### config.mk
export PLATFORM = sky130hd
export DESIGN_NAME = led_blink_pattern_sequencer_flat
export DESIGN_NICKNAME = d
export VERILOG_FILES = /design/src/lbps_pkg.sv /design/src/lbps_req_if.sv /design/src/lbps_rsp_if.sv /design/src/lbps_table.sv /design/src/led_blink_pattern_sequencer.sv /design/src/flat_wrapper.sv
export SDC_FILE = /design/constraint.sdc
export NUM_CORES = 1
export LEC_CHECK = 0
export BUFFER_PORTS_ARGS = -buffer_cell sky130_fd_sc_hd__buf_2
export CELL_PAD_IN_SITES_DETAIL_PLACEMENT = 1
export CELL_PAD_IN_SITES_GLOBAL_PLACEMENT = 2
export CORE_ASPECT_RATIO = 0.75
export CORE_MARGIN = 3
export CORE_UTILIZATION = 40
export CTS_CLUSTER_DIAMETER = 60
export DETAILED_ROUTE_END_ITERATION = 6
export PLACE_DENSITY_LB_ADDON = 0.1
export SYNTH_ARGS = -nofsm -noshare
export SYNTH_HDL_FRONTEND = slang
export SYNTH_SLANG_ARGS = --single-unit
### constraint.sdc
create_clock -name clock -period 5.2 [get_ports clock]
set_input_delay 0 -clock clock [delete_from_list [all_inputs] [get_ports clock]]
set_output_delay 0 -clock clock [all_outputs]
set_load 0.02 [all_outputs]
### src/lbps_pkg.sv
// Shared types and constants for the LED blink pattern sequencer.
// Used by the request channel interface, the duration table and the top level.
package lbps_pkg;

   localparam int REQ_W       = 2;
   localparam int ENTRY_IDX_W = 3;
   localparam int DUR_W       = 16;
   localparam int PHASE_W     = 9;
   localparam int ELAPSED_W   = 17;
   localparam int CSR_IDX_W   = 3;
   localparam int CSR_DATA_W  = 16;

   // Number of table slots that a load request can address at all.
   localparam int ENTRY_SLOTS = 1 << ENTRY_IDX_W;

   // Saturation limit of the fixed mode pattern length.
   localparam logic [PHASE_W-1:0] PHASE_MAX = {PHASE_W{1'b1}};

   typedef enum logic [REQ_W-1:0] {
      REQ_TICK  = 2'd0,
      REQ_START = 2'd1,
      REQ_STOP  = 2'd2,
      REQ_LOAD  = 2'd3
   } req_kind_type;

   localparam logic [CSR_IDX_W-1:0] CSR_STREAM_MODE    = 3'd0;
   localparam logic [CSR_IDX_W-1:0] CSR_FIXED_INTERVAL = 3'd1;
   localparam logic [CSR_IDX_W-1:0] CSR_PHASE_COUNT    = 3'd2;
   localparam logic [CSR_IDX_W-1:0] CSR_REPEAT_ENABLE  = 3'd3;
   localparam logic [CSR_IDX_W-1:0] CSR_INVERT_OUTPUT  = 3'd4;

   typedef struct packed {
      logic                   en;
      logic [ENTRY_IDX_W-1:0] idx;
      logic [DUR_W-1:0]       value;
   } table_wr_type;

   typedef struct packed {
      logic [ELAPSED_W-1:0] elapsed_ticks;
      logic [DUR_W-1:0]     phase_wait;
      logic [PHASE_W-1:0]   phase_index;
      logic [PHASE_W-1:0]   active_phases;
      logic                 led_on;
      logic                 active;
   } seq_state_type;

endpackage

### src/lbps_req_if.sv
// Request channel of the LED blink pattern sequencer: valid/ready plus payload.
// Depends on lbps_pkg for the field widths.
interface lbps_req_if;
   logic                            valid;
   logic                            ready;
   logic [lbps_pkg::REQ_W-1:0]      req_type;
   logic [lbps_pkg::ENTRY_IDX_W-1:0] entry_index;
   logic [lbps_pkg::DUR_W-1:0]      entry_value;

   modport source (output valid, output req_type, output entry_index, output entry_value,
                   input ready);
   modport sink (input valid, input req_type, input entry_index, input entry_value,
                 output ready);
endinterface

### src/lbps_rsp_if.sv
// Response channel of the LED blink pattern sequencer: valid/ready plus payload.
// Stands alone; carries the pin level and the running flag.
interface lbps_rsp_if;
   logic valid;
   logic ready;
   logic pin_level;
   logic running;

   modport source (output valid, output pin_level, output running, input ready);
   modport sink (input valid, input pin_level, input running, output ready);
endinterface

### src/lbps_table.sv
// Phase duration table: one write port, one combinational read port.
// Depends on lbps_pkg for widths and the write request struct.
module lbps_table #(
   parameter int TABLE_DEPTH = 8
) (
   input  logic                               clock,
   input  logic                               reset,
   input  lbps_pkg::table_wr_type             wr,
   input  logic [lbps_pkg::PHASE_W-1:0]       rd_addr,
   output logic [lbps_pkg::DUR_W-1:0]         rd_data
);

   // Slots beyond what a load can address never leave zero, so they need no storage.
   localparam int STORE_DEPTH =
      (TABLE_DEPTH < lbps_pkg::ENTRY_SLOTS) ? TABLE_DEPTH : lbps_pkg::ENTRY_SLOTS;
   localparam int AW = (STORE_DEPTH > 1) ? $clog2(STORE_DEPTH) : 1;

   logic [lbps_pkg::DUR_W-1:0] mem_ff [STORE_DEPTH];
   logic                       rd_hit;
   logic                       wr_hit;

   assign rd_hit = rd_addr < lbps_pkg::PHASE_W'(STORE_DEPTH);
   assign wr_hit = wr.en && (32'(wr.idx) < STORE_DEPTH);
   assign rd_data = rd_hit ? mem_ff[rd_addr[AW-1:0]] : '0;

   always_ff @(posedge clock) begin
      if (reset) begin
         for (int i = 0; i < STORE_DEPTH; i++) begin
            mem_ff[i] <= '0;
         end
      end else if (wr_hit) begin
         mem_ff[wr.idx[AW-1:0]] <= wr.value;
      end
   end

endmodule

### src/led_blink_pattern_sequencer.sv
// LED blink pattern sequencer. Every request word (tick, start, stop or table load)
// is applied when it is accepted, and its response word, the pin level and running
// flag after the update, is presented in the next cycle from an output register. A
// new request word is accepted in every cycle in which the response register is empty
// or being taken, so the sustained rate is one word per clock while the response side
// is ready; the phase counter update and the duration table read are combinational.
// Depends on lbps_pkg, lbps_req_if, lbps_rsp_if and lbps_table.
module led_blink_pattern_sequencer #(
   parameter int TABLE_DEPTH = 8
) (
   input  logic                                 clock,
   input  logic                                 reset,
   lbps_req_if.sink                             req_chan,
   lbps_rsp_if.source                           rsp_chan,
   input  logic                                 csr_we,
   input  logic [lbps_pkg::CSR_IDX_W-1:0]       csr_index,
   input  logic [lbps_pkg::CSR_DATA_W-1:0]      csr_wdata
);

   localparam int PW = lbps_pkg::PHASE_W;

   logic                         stream_mode_ff;
   logic [lbps_pkg::DUR_W-1:0]   fixed_interval_ff;
   logic [PW-1:0]                phase_count_ff;
   logic                         repeat_enable_ff;
   logic                         invert_output_ff;

   lbps_pkg::seq_state_type      state_ff;
   lbps_pkg::seq_state_type      state_in;

   logic                         rsp_valid_ff;
   logic                         pin_level_ff;
   logic                         running_ff;

   logic                         accept;
   lbps_pkg::table_wr_type       tbl_wr;
   logic [PW-1:0]                tbl_addr;
   logic [lbps_pkg::DUR_W-1:0]   tbl_data;

   logic [PW:0]                  fixed_len;
   logic [PW-1:0]                start_len;
   logic [lbps_pkg::ELAPSED_W-1:0] elapsed_inc;
   logic [PW-1:0]                next_index;
   logic                         next_in_range;

   assign req_chan.ready = !rsp_valid_ff || rsp_chan.ready;
   assign accept = req_chan.valid && req_chan.ready;

   assign rsp_chan.valid     = rsp_valid_ff;
   assign rsp_chan.pin_level = pin_level_ff;
   assign rsp_chan.running   = running_ff;

   // Configuration registers.
   always_ff @(posedge clock) begin
      if (reset) begin
         stream_mode_ff    <= 1'b0;
         fixed_interval_ff <= '0;
         phase_count_ff    <= PW'(1);
         repeat_enable_ff  <= 1'b0;
         invert_output_ff  <= 1'b0;
      end else if (csr_we) begin
         case (csr_index)
            lbps_pkg::CSR_STREAM_MODE:    stream_mode_ff    <= csr_wdata[0];
            lbps_pkg::CSR_FIXED_INTERVAL: fixed_interval_ff <= csr_wdata;
            lbps_pkg::CSR_PHASE_COUNT:    phase_count_ff    <= csr_wdata[PW-1:0];
            lbps_pkg::CSR_REPEAT_ENABLE:  repeat_enable_ff  <= csr_wdata[0];
            lbps_pkg::CSR_INVERT_OUTPUT:  invert_output_ff  <= csr_wdata[0];
            default: ;
         endcase
      end
   end

   assign tbl_wr.en    = accept && (req_chan.req_type == lbps_pkg::REQ_LOAD);
   assign tbl_wr.idx   = req_chan.entry_index;
   assign tbl_wr.value = req_chan.entry_value;

   // The table is only ever read at the phase that is about to begin.
   assign next_index    = state_ff.phase_index + PW'(1);
   assign next_in_range = next_index < state_ff.active_phases;
   assign tbl_addr = (req_chan.req_type == lbps_pkg::REQ_START || !next_in_range)
                     ? '0 : next_index;

   lbps_table #(
      .TABLE_DEPTH (TABLE_DEPTH)
   ) u_table (
      .clock   (clock),
      .reset   (reset),
      .wr      (tbl_wr),
      .rd_addr (tbl_addr),
      .rd_data (tbl_data)
   );

   // Fixed mode runs count*2-1 phases, saturating at the phase counter's limit.
   assign fixed_len = {phase_count_ff, 1'b0} - (PW + 1)'(1);
   always_comb begin
      if (stream_mode_ff) begin
         start_len = (phase_count_ff > PW'(TABLE_DEPTH)) ? PW'(TABLE_DEPTH) : phase_count_ff;
      end else if (phase_count_ff == '0) begin
         start_len = '0;
      end else if (fixed_len[PW]) begin
         start_len = lbps_pkg::PHASE_MAX;
      end else begin
         start_len = fixed_len[PW-1:0];
      end
   end

   assign elapsed_inc = state_ff.elapsed_ticks + lbps_pkg::ELAPSED_W'(1);

   always_comb begin
      state_in = state_ff;
      case (req_chan.req_type)
         lbps_pkg::REQ_TICK: begin
            // A zero duration holds the current phase for good.
            if (state_ff.active && state_ff.phase_wait != '0) begin
               if (elapsed_inc <= {1'b0, state_ff.phase_wait}) begin
                  state_in.elapsed_ticks = elapsed_inc;
               end else if (next_in_range) begin
                  state_in.phase_index   = next_index;
                  state_in.led_on        = !next_index[0];
                  state_in.elapsed_ticks = '0;
                  if (stream_mode_ff) begin
                     if (next_index < PW'(TABLE_DEPTH)) begin
                        state_in.phase_wait = tbl_data;
                     end else begin
                        state_in = '0;
                     end
                  end
               end else if (stream_mode_ff && repeat_enable_ff) begin
                  state_in.phase_index   = '0;
                  state_in.phase_wait    = tbl_data;
                  state_in.led_on        = 1'b1;
                  state_in.elapsed_ticks = '0;
               end else begin
                  state_in = '0;
               end
            end
         end
         lbps_pkg::REQ_START: begin
            state_in.phase_wait    = stream_mode_ff ? tbl_data : fixed_interval_ff;
            state_in.active_phases = start_len;
            state_in.phase_index   = '0;
            state_in.elapsed_ticks = '0;
            state_in.led_on        = 1'b1;
            state_in.active        = 1'b1;
         end
         lbps_pkg::REQ_STOP: begin
            state_in = '0;
         end
         default: ;
      endcase
   end

   always_ff @(posedge clock) begin
      if (reset) begin
         state_ff     <= '0;
         rsp_valid_ff <= 1'b0;
      end else begin
         if (accept) begin
            state_ff <= state_in;
         end
         if (accept) begin
            rsp_valid_ff <= 1'b1;
         end else if (rsp_chan.ready) begin
            rsp_valid_ff <= 1'b0;
         end
      end
   end

   always_ff @(posedge clock) begin
      if (accept) begin
         pin_level_ff <= state_in.led_on ^ invert_output_ff;
         running_ff   <= state_in.active;
      end
   end

`ifndef NO_ASSERTIONS
   a_idle_clean: assert property (@(posedge clock) disable iff (reset)
      !state_ff.active |-> (!state_ff.led_on && state_ff.phase_index == '0
                            && state_ff.elapsed_ticks == '0))
      else $error("idle sequencer holds stale phase state");

   a_elapsed_bound: assert property (@(posedge clock) disable iff (reset)
      state_ff.active |-> (state_ff.elapsed_ticks <= {1'b0, state_ff.phase_wait}))
      else $error("elapsed count ran past the phase duration");

   a_stop_idles: assert property (@(posedge clock) disable iff (reset)
      (accept && req_chan.req_type == lbps_pkg::REQ_STOP) |=> (!running_ff && rsp_valid_ff))
      else $error("stop request did not report idle");

   a_start_runs: assert property (@(posedge clock) disable iff (reset)
      (accept && req_chan.req_type == lbps_pkg::REQ_START)
         |=> (running_ff && state_ff.led_on && state_ff.phase_index == '0))
      else $error("start request did not begin phase zero");
`endif

endmodule
### src/flat_wrapper.sv
// flat-port wrapper written by rule: the top's interface ports become plain ports
module led_blink_pattern_sequencer_flat 
#(
   parameter int TABLE_DEPTH = 8
)
  (clock, reset, csr_we, csr_index, csr_wdata, req_chan_valid, req_chan_req_type, req_chan_entry_index, req_chan_entry_value, req_chan_ready, rsp_chan_valid, rsp_chan_pin_level, rsp_chan_running, rsp_chan_ready);
  lbps_req_if req_chan_i ();
  lbps_rsp_if rsp_chan_i ();
  input  logic clock;
  input  logic reset;
  input  logic csr_we;
  input  logic [lbps_pkg::CSR_IDX_W-1:0] csr_index;
  input  logic [lbps_pkg::CSR_DATA_W-1:0] csr_wdata;
  input wire logic [$bits(req_chan_i.valid)-1:0] req_chan_valid;
  input wire logic [$bits(req_chan_i.req_type)-1:0] req_chan_req_type;
  input wire logic [$bits(req_chan_i.entry_index)-1:0] req_chan_entry_index;
  input wire logic [$bits(req_chan_i.entry_value)-1:0] req_chan_entry_value;
  output wire logic [$bits(req_chan_i.ready)-1:0] req_chan_ready;
  output wire logic [$bits(rsp_chan_i.valid)-1:0] rsp_chan_valid;
  output wire logic [$bits(rsp_chan_i.pin_level)-1:0] rsp_chan_pin_level;
  output wire logic [$bits(rsp_chan_i.running)-1:0] rsp_chan_running;
  input wire logic [$bits(rsp_chan_i.ready)-1:0] rsp_chan_ready;
  assign req_chan_i.valid = req_chan_valid;
  assign req_chan_i.req_type = req_chan_req_type;
  assign req_chan_i.entry_index = req_chan_entry_index;
  assign req_chan_i.entry_value = req_chan_entry_value;
  assign req_chan_ready = req_chan_i.ready;
  assign rsp_chan_valid = rsp_chan_i.valid;
  assign rsp_chan_pin_level = rsp_chan_i.pin_level;
  assign rsp_chan_running = rsp_chan_i.running;
  assign rsp_chan_i.ready = rsp_chan_ready;
  led_blink_pattern_sequencer #(.TABLE_DEPTH(TABLE_DEPTH)) u_core (.clock(clock), .reset(reset), .req_chan(req_chan_i), .rsp_chan(rsp_chan_i), .csr_we(csr_we), .csr_index(csr_index), .csr_wdata(csr_wdata));
endmodule
; Word level (Yosys, flattened, before mapping)
; Memory sizes are Yosys's and may differ from the RTL's.
; Index checks and enable logic that the tools add are counted.
[totals]
regBits = 84
ramBits = 128
in_bits = 45
out_inout_bits = 4
memories = 1
[op_classes]
add_sub_neg = 3
order_cmp = 5
eq_ne = 12
muxes = 29
bitwise = 1
reduce_logical = 25
[mem_list]
columns = name, depth, width, read_ports, rd_clocked_by_memory_dff, write_ports, line_no
row1 = u_core.u_table.mem_ff, 8, 16, 1, 0, 8, lbps_table.sv:18  ; logic [lbps_pkg::DUR_W-1:0] mem_ff [STORE_DEPTH];
[op_table]
columns = op, count
row1 = $pmux 53 s3, 1
row2 = $mux 36, 3
row3 = $mux 16, 4
row4 = $mux 9, 6
row5 = $mux 53, 1
row6 = $mux 25, 1
row7 = $mux 20, 1
row8 = $lt 9x4->1 const B, 2
row9 = $add 17x1->17 const B, 1
row10 = $le 17x16->1, 1
row11 = $mux 17, 1
row12 = $reduce_bool 16->1, 1
row13 = $reduce_or 16->1, 1
row14 = $mux 1, 10
row15 = $reduce_and 2->1, 5
row16 = $sub 10x1->10 const B, 1
row17 = $add 9x1->9 const B, 1
row18 = $gt 9x4->1 const B, 1
row19 = $logic_not 9->1, 1
row20 = $lt 9x9->1, 1
row21 = $reduce_and 7->1, 1
row22 = $eq 3x2->1 const B, 2
row23 = $ne 3x2->1 const B, 2
row24 = $reduce_and 5->1, 1
row25 = 18 further kinds, 25

; Logic depth before layout (Yosys ltp)
; Gate-level depths: netlist (run 1).
[depth]
depth_word = 14
depth_mapped = 18
depth_no_buf = 14

; Cells and area by module
; A second synthesis (run 1) with hierarchy kept.
[unflattened]
hier_cells = 1060
area_unflattened_um2 = 11099.4
[modules_own_cells]
columns = mod, n_inst, cells_per_inst, area_each_um2
row1 = lbps_table, 1, 418, 5977.0
row2 = led_blink_pattern_sequencer, 1, 642, 5122.4

; Worst setup path after synthesis (run 1)
; OpenSTA, ideal clock, no wires.
[synth_timing]
path_type = flip-flop to flip-flop
from = reg u_core.state_ff[42] in the netlist's numbering
to = reg u_core.state_ff[5] in the netlist's numbering
t_arrival_ps = 3717
setup_slack_ps = 1412
stages_incl_launch_ff = 17
n_path_buf = 3
path_cell_list = dfxtp_1 clkbuf_2 nand3_1 or4_1 nor2_1 and3_1 xor2_1 ha_1 nand4_1 nor3_1 a211oi_1 a21o_1 clkbuf_1 a311o_1 buf_2 or4_1 a21oi_1
[synth_between]
elab_chain_len = 4
[synth_lines]
columns = item, line_no
row1 = from (decl), led_blink_pattern_sequencer.sv:28  ; lbps_pkg::seq_state_type state_ff;
row2 = from (signal assigned), led_blink_pattern_sequencer.sv:159  ; state_ff <= state_in;
row3 = $add 17x1->17, led_blink_pattern_sequencer.sv:107  ; assign elapsed_inc = state_ff.elapsed_ticks + lbps_pkg::ELAPSED_W'(1);
row4 = $le 17x16->1, led_blink_pattern_sequencer.sv:115  ; if (elapsed_inc <= {1'b0, state_ff.phase_wait}) begin
row5 = $ne 2x2->1 (no line), --
row6 = $reduce_and 7->1 (no line), --
; Every way passes these cells.
; A chain may end at the register's enable or synchronous reset.

; Worst setup path in the final report (run 1)
[layout_timing]
from = reg u_core.state_ff[42] in the netlist's numbering
to = reg u_core.state_ff[0] in the netlist's numbering
[layout_between]
elab_chain_len = 5
[layout_lines]
columns = item, line_no
row1 = $add 17x1->17, led_blink_pattern_sequencer.sv:107
row2 = $le 17x16->1, led_blink_pattern_sequencer.sv:115
row3 = $mux 36, led_blink_pattern_sequencer.sv:115
row4 = $mux 53, led_blink_pattern_sequencer.sv:114  ; if (state_ff.active && state_ff.phase_wait != '0) begin
row5 = $pmux 53 s3, led_blink_pattern_sequencer.sv:111  ; case (req_chan.req_type)
; Every way passes these cells. The select of a mux whose other input is x is not followed.

==> results of run 1 <==
[cell usage after synthesis, types with 20 or more instances]
| master | instances | area [um^2] |
|---|---|---|
| nor2_1 | 95 | 357 |
| inv_1 | 32 | 120 |
| a21oi_1 | 73 | 365 |
| nor4_1 | 27 | 169 |
| ha_1 | 28 | 350 |
| nor3_1 | 34 | 170 |
| o21ai_0 | 39 | 195 |
| nand2_1 | 112 | 420 |
| clkbuf_1 | 61 | 229 |
| dfxtp_1 | 82 | 1640 |
| and2_1 | 134 | 838 |
| edfxtp_1 | 130 | 3900 |
| nand3_1 | 25 | 125 |
| mux2i_1 | 20 | 200 |
[worst paths after layout]
check,startpoint,endpoint,slack (ns),cells past startpoint
worst max-delay path,u_core.state_ff[42],u_core.state_ff[0],0.76,15
worst min-delay path,reset,u_core.state_ff[43],0.10,3
worst max register to register,u_core.state_ff[42],u_core.state_ff[0],0.76,15
worst min register to register,u_core.state_ff[2],u_core.state_ff[2],0.46,2
[worst max-delay path, delay by kind of cell (launching register included)]
kind | cells | cell delay (ns)
AO/OA/AOI/OAI | 5 | 1.10
XOR/XNOR | 1 | 0.09
adder cells (fa/ha/maj) | 1 | 0.32
buffers and inverters | 2 | 0.79
flip-flops | 1 | 0.44
AND/OR/NAND/NOR | 6 | 1.60
[power breakdown]
group	switching (mW)	internal (mW)
Combinational	0.281	0.151
Clock	0.735	1.27
Sequential	0.0359	1.83
[cell type report]
type / instances / area share [%]
multi-input combinational: 848 / 40.0
tap: 351 / 3.32
clock inverter: 15 / 1.76
inverter: 35 / 0.992
clock buffer: 29 / 5.32
timing repair buffer: 120 / 6.71
sequential: 212 / 41.9
[layer usage]
metal | vias up | GRT usage [%] | share of wire [%]
met3 | 41 | 3.09 | 5.6
li1 | 4438 | - | -
met2 | 248 | 38.1 | 44
met1 | 4732 | 36.9 | 49
met4 | 0 | 4.11 | 1.5
met5 | - | 0 | 0
[logic make-up (layout without fill, tap and decap cells)]
| kind of cell | Yosys count | after routing | share of synthesized area, % |
|---|---|---|---|
| simple gates | 534 | 534 | 25.4 |
| mux | 20 | 20 | 1.78 |
| compound gates | 237 | 237 | 14.1 |
| buf+inv | 117 | 199 | 4.09 |
| flops | 212 | 212 | 49.2 |
| xor+xnor | 29 | 29 | 2.32 |
| fa+ha+maj | 28 | 28 | 3.11 |
[what timing repair did]
| action | 4_1_cts | 5_1_grt |
|---|---|---|
| gates resized for setup | 0 | 0 |
| hold buffers | 43 | 0 |
| endpoints found under the hold margin | 159 | 0 |
[sequential cells by signal (all words and copies together), names as in the netlist]
name                       flops
u_core.invert_output_ff        1
u_core.u_table.mem_ff        128
u_core.state_ff               53
u_core.fixed_interval_ff      16
u_core.phase_count_ff          9
u_core.repeat_enable_ff        1
u_core.rsp_chan.running        1
u_core.stream_mode_ff          1
u_core.rsp_chan.valid          1
u_core.rsp_chan.pin_level      1
==> out/results.txt, run 1 <==
Crit share post-route -> 85.4%
CTS Buf Count -> 24
Worst Setup Slack, final -> 0.758 ns
Core area -> 27300 um^2
Finish-stage setup viols -> 0
DR vias -> 9459
Worst Path Arrival -> 4.87 ns
DP Area -> 11900 um^2
Placer Congestion -> 0.811
Pwr dens -> 325 nW/um^2
Ys async rst share -> 0%
Global Route Usage Sum -> 24.4%
Peak VDD IR -> 268 uV
Number of library cell types mapped by synthesis -> 65
Top FF cell, synth -> edfxtp_1
MaxCap Viol Count -> 0
Antenna Cells -> 0
DP Wirelength -> 25.2 mm
Syn Nets -> 1250
DRT iter0 DRCs -> 680
Status -> finished, final reports clean
Most frequent cells in the layout -> 134 x and2_1, 130 x edfxtp_1, 112 x nand2_1
Crit path max fanout -> 14
Crit. End Element -> flop
Row cnt -> 52
Crit path top cell by count -> a21oi_1
Number of global-route vias before repair -> 9596
Post-place setup slack -> 0.905 ns
Least-Margin Pin Slew -> 1.26 ns
Worst hold path class -> input pin to flop
# clock sinks -> 212
Synthesized area -> 11300 um^2
Via density -> 5.88
Post-CTS Repair Setup Buffers -> 0
CP peak stage delay -> 0.60 ns
Yosys Warn Count -> 0
Pre-antenna DRT Iters -> 5
Leakage -> 4.98 nW
Input/output buffers -> 48
CP Class -> flop to flop
Total design power -> 4.30 mW
Fillers -> 3031
Share of layout cells above drive strength 1 -> 11.0%
Worst-path cell chain -> nand3_1, or4_1, nor2_1, and3_1, xor2_1, ha_1, nand4_1, nor3_1, a211oi_1, a21o_1, a21oi_1, buf_4, a21oi_1, o31a_1, dlygate4sd3_1
Most common cell after layout, fill and taps aside -> and2_1
Crit path time final -> 4.44 ns
Number of flops mapped to enable cells by yosys -> 130
CTS tree -> yes
Longest Clk Path Bufs -> 3
Drt drc -> 0
Post-DRT Antenna Nets -> 0
# IOs -> 49
Flip-flop and latch area -> 5550 um^2
Slew Viols, Final -> 0
Post-synthesis sequential area ratio -> 49.2%
First-pass GRT wire length -> 56.8 mm
Setup TNS -> 0 ns
WL/cell -> 22.6 um
Fin area -> 13200 um^2
Hold slack final -> 0.103 ns
CTS clk-pin slew, worst paths -> 0.06 ns
Die X -> 200 um
Multi-input logic area -> 5300 um^2
H-tree depth -> 1
Final nets -> 1314
CTS root buffer -> clkbuf_16
GRT overflow -> 0
Placed Instances -> 1523
Cells after Synth -> 1177
Routed WL -> 36.4 mm
Required time of the worst setup path -> 5.63 ns
Synthesized area per cell -> 9.57 um^2
Hold Fails Final Rpt -> 0
Initial antenna violation count -> 1
Final Util -> 48.4%
Initial Util -> 41.2%
Slew Limit Headroom -> 15.4%
Slowest-stage cell, CP -> or4_1
Final Skew -> 0.0113 ns
Layout area overhead -> 17.5%
Seq cells post-synth -> 212
Non-Filler Instances -> 1610
Die Y -> 151 um
Max frequency -> 225 MHz
Unrepaired setup endpoints after global routing -> false
Die area -> 30200 um^2
Pin count of the biggest net entering global routing -> 58
Worst-skew pair later-pin latency -> 0.54 ns
CP Launch Type -> flop
Power figures use the tool's default switching activity.
==> run 2: changes to the inputs <==
==> constraint.sdc (replaced) <==
create_clock -name clock -period 5.2 [get_ports clock]
set_input_delay 0.52 -clock clock [delete_from_list [all_inputs] [get_ports clock]]
set_output_delay 0.52 -clock clock [all_outputs]
set_load 0.02 [all_outputs]
==> out/results.txt, run 2 (same netlist as run 1, synthesis figures left out) <==
MaxCap Viol Count -> 0 (unchanged)
Largest regs -> u_core.u_table.mem_ff: 128 flops, u_core.state_ff: 53 flops, u_core.fixed_interval_ff: 16 flops
Register name with the most flops -> u_core.u_table.mem_ff
Via density -> 5.82 (-0.89%)
Hold Fails Final Rpt -> 0 (unchanged)
Die X -> 200 um (unchanged)
Worst hold path class -> input pin to flop
Post-CTS Repair Setup Buffers -> 0 (unchanged)
Leakage -> 4.68 nW (-6.0%)
Initial Util -> 41.2% (unchanged)
Crit path time final -> 4.38 ns (-0.0594 ns)
Global Route Usage Sum -> 23.7% (-0.69 points)
Initial antenna violation count -> 0 (-1)
CP Class -> flop to flop
CTS root buffer -> clkbuf_16
CP Launch Type -> flop
Hold path depth -> 3 (unchanged)
Max reg flops -> 128 (unchanged)
Crit path max fanout -> 56 (+42)
DRT iter0 DRCs -> 722 (+6.2%)
Peak VDD IR -> 274 uV (+2.3%)
Slew Limit Headroom -> 18.2% (+2.8 points)
Input/output buffers -> 48 (unchanged)
Number of global-route vias before repair -> 9071 (-5.5%)
Setup TNS -> 0 ns (unchanged)
Pre-antenna DRT Iters -> 5 (unchanged)
CTS Buf Count -> 23 (-4.2%)
Pwr dens -> 311 nW/um^2 (-4.1%)
Reg2Reg Depth -> 13 (-2)
H-tree depth -> 1 (unchanged)
First-pass GRT wire length -> 55.1 mm (-3.0%)
Finish-stage setup viols -> 0 (unchanged)
Worst-skew pair later-pin latency -> 0.53 ns (about the same)
WL/cell -> 22.7 um (+0.12%)
DR vias -> 9119 (-3.6%)
CTS clk-pin slew, worst paths -> 0.06 ns (about the same)
Max frequency -> 228 MHz (+1.4%)
Crit share post-route -> 84.3% (-1.1 points)
GRT overflow -> 0 (unchanged)
Fillers -> 3123 (+3.0%)
Post-cts repair resize count -> 0 (unchanged)
# IOs -> 49 (unchanged)
Share of layout cells above drive strength 1 -> 10.5% (-0.42 points)
Final nets -> 1270 (-3.3%)
Placer Congestion -> 0.832 (+2.6%)
Unrepaired setup endpoints after global routing -> false
Crit. End Element -> flop
# clock sinks -> 212 (unchanged)
CTS tree -> yes
Routed WL -> 35.5 mm (-2.6%)
Most frequent cells in the layout -> 134 x and2_1, 130 x edfxtp_1, 112 x nand2_1
Required time of the worst setup path -> 5.64 ns (about the same)
Longest Clk Path Bufs -> 3 (unchanged)
Core area -> 27300 um^2 (unchanged)
Final Skew -> 0.0167 ns (+0.00538 ns)
Layout area overhead -> 11.9%
Die area -> 30200 um^2 (unchanged)
DP Wirelength -> 25.2 mm (+0.27%)
Post-DRT Antenna Nets -> 0 (unchanged)
Drt drc -> 0 (unchanged)
Least-Margin Pin Slew -> 1.22 ns (-0.0421 ns)
Slew Viols, Final -> 0 (unchanged)
Die Y -> 151 um (unchanged)
Row cnt -> 52 (unchanged)
Cts hold-fix bufs -> 0 (-100%)
Most common cell after layout, fill and taps aside -> and2_1
Worst Path Arrival -> 4.83 ns (-0.04 ns)
Status -> finished, final reports clean
Pin count of the biggest net entering global routing -> 58 (unchanged)
Hold slack final -> 0.238 ns (+0.135 ns)
## run 2: cell count changes in the layout (fill, tap and decap cells not counted), sizes merged
cell / change
clkinv: -2
clkinvlp: +3
clkbuf: -1
bufinv: -3
dlygate4sd3: -43
inv: +1
diode: +1
## run 2: routing by layer
metal | vias up | GRT usage [%] | share of wire (%)
li1 | 4342 | - | -
met1 | 4499 | 36.9 | 50
met2 | 240 | 35.4 | 43
met3 | 38 | 3.71 | 5.6
met4 | 0 | 3.73 | 1.6
met5 | - | 0 | 0
## run 2: path summary, 6_finish.rpt
| path | slack [ns] | startpoint | end |
|---|---|---|---|
| hold / removal | 0.24 | csr_wdata[10] | u_core.fixed_interval_ff[10] |
| setup reg to reg | 0.82 | u_core.state_ff[11] | u_core.state_ff[5] |
| hold reg to reg | 0.46 | u_core.fixed_interval_ff[3] | u_core.fixed_interval_ff[3] |
| setup / recovery | 0.82 | u_core.state_ff[11] | u_core.state_ff[5] |
## run 2: worst max-delay path, cell delays in order, from the launching register on
cell	delay (ns)
dfxtp_2	0.32
buf_4	0.61
nand4_1	0.31
nor2_1	0.20
xor2_1	0.11
ha_1	0.31
nand4_1	0.15
or2_1	0.28
o211ai_1	0.22
buf_4	0.35
a221oi_1	0.14
a311o_1	0.53
or4_1	0.59
a21oi_1	0.17
## run 2: final cells by class
cell class / instances / area (um^2) / share of cell area (%)
multi-input combinational: 848 / 5290 / 42.0
antenna: 1 / 2.50 / 0.0198
tap: 351 / 439 / 3.48
clock buffer: 28 / 594 / 4.71
sequential: 212 / 5550 / 44.0
inverter: 35 / 131 / 1.04
clock inverter: 14 / 149 / 1.18
timing repair buffer: 77 / 458 / 3.63
## run 2: per-stage QoR
stage          area (um^2)  utilization (%)  total power [mW]  setup slack, ns  std cells
6_report             12600             46.2              3.93            0.817       1566
5_1_grt              12600             46.1              4.07            0.408       1565
4_1_cts              12600             46.1              3.97            0.804       1565
3_5_place_dp         11900             43.4              2.30            0.843       1523
3_3_place_gp         11900             43.4              2.29            0.941       1523
2_1_floorplan        11300                -              2.14             1.41       1177
## run 2: where the power goes
part,switching [mW],total [mW],internal [mW]
Sequential,0.0347,1.86,1.83
Combinational,0.273,0.404,0.131
Clock,0.693,1.66,0.964
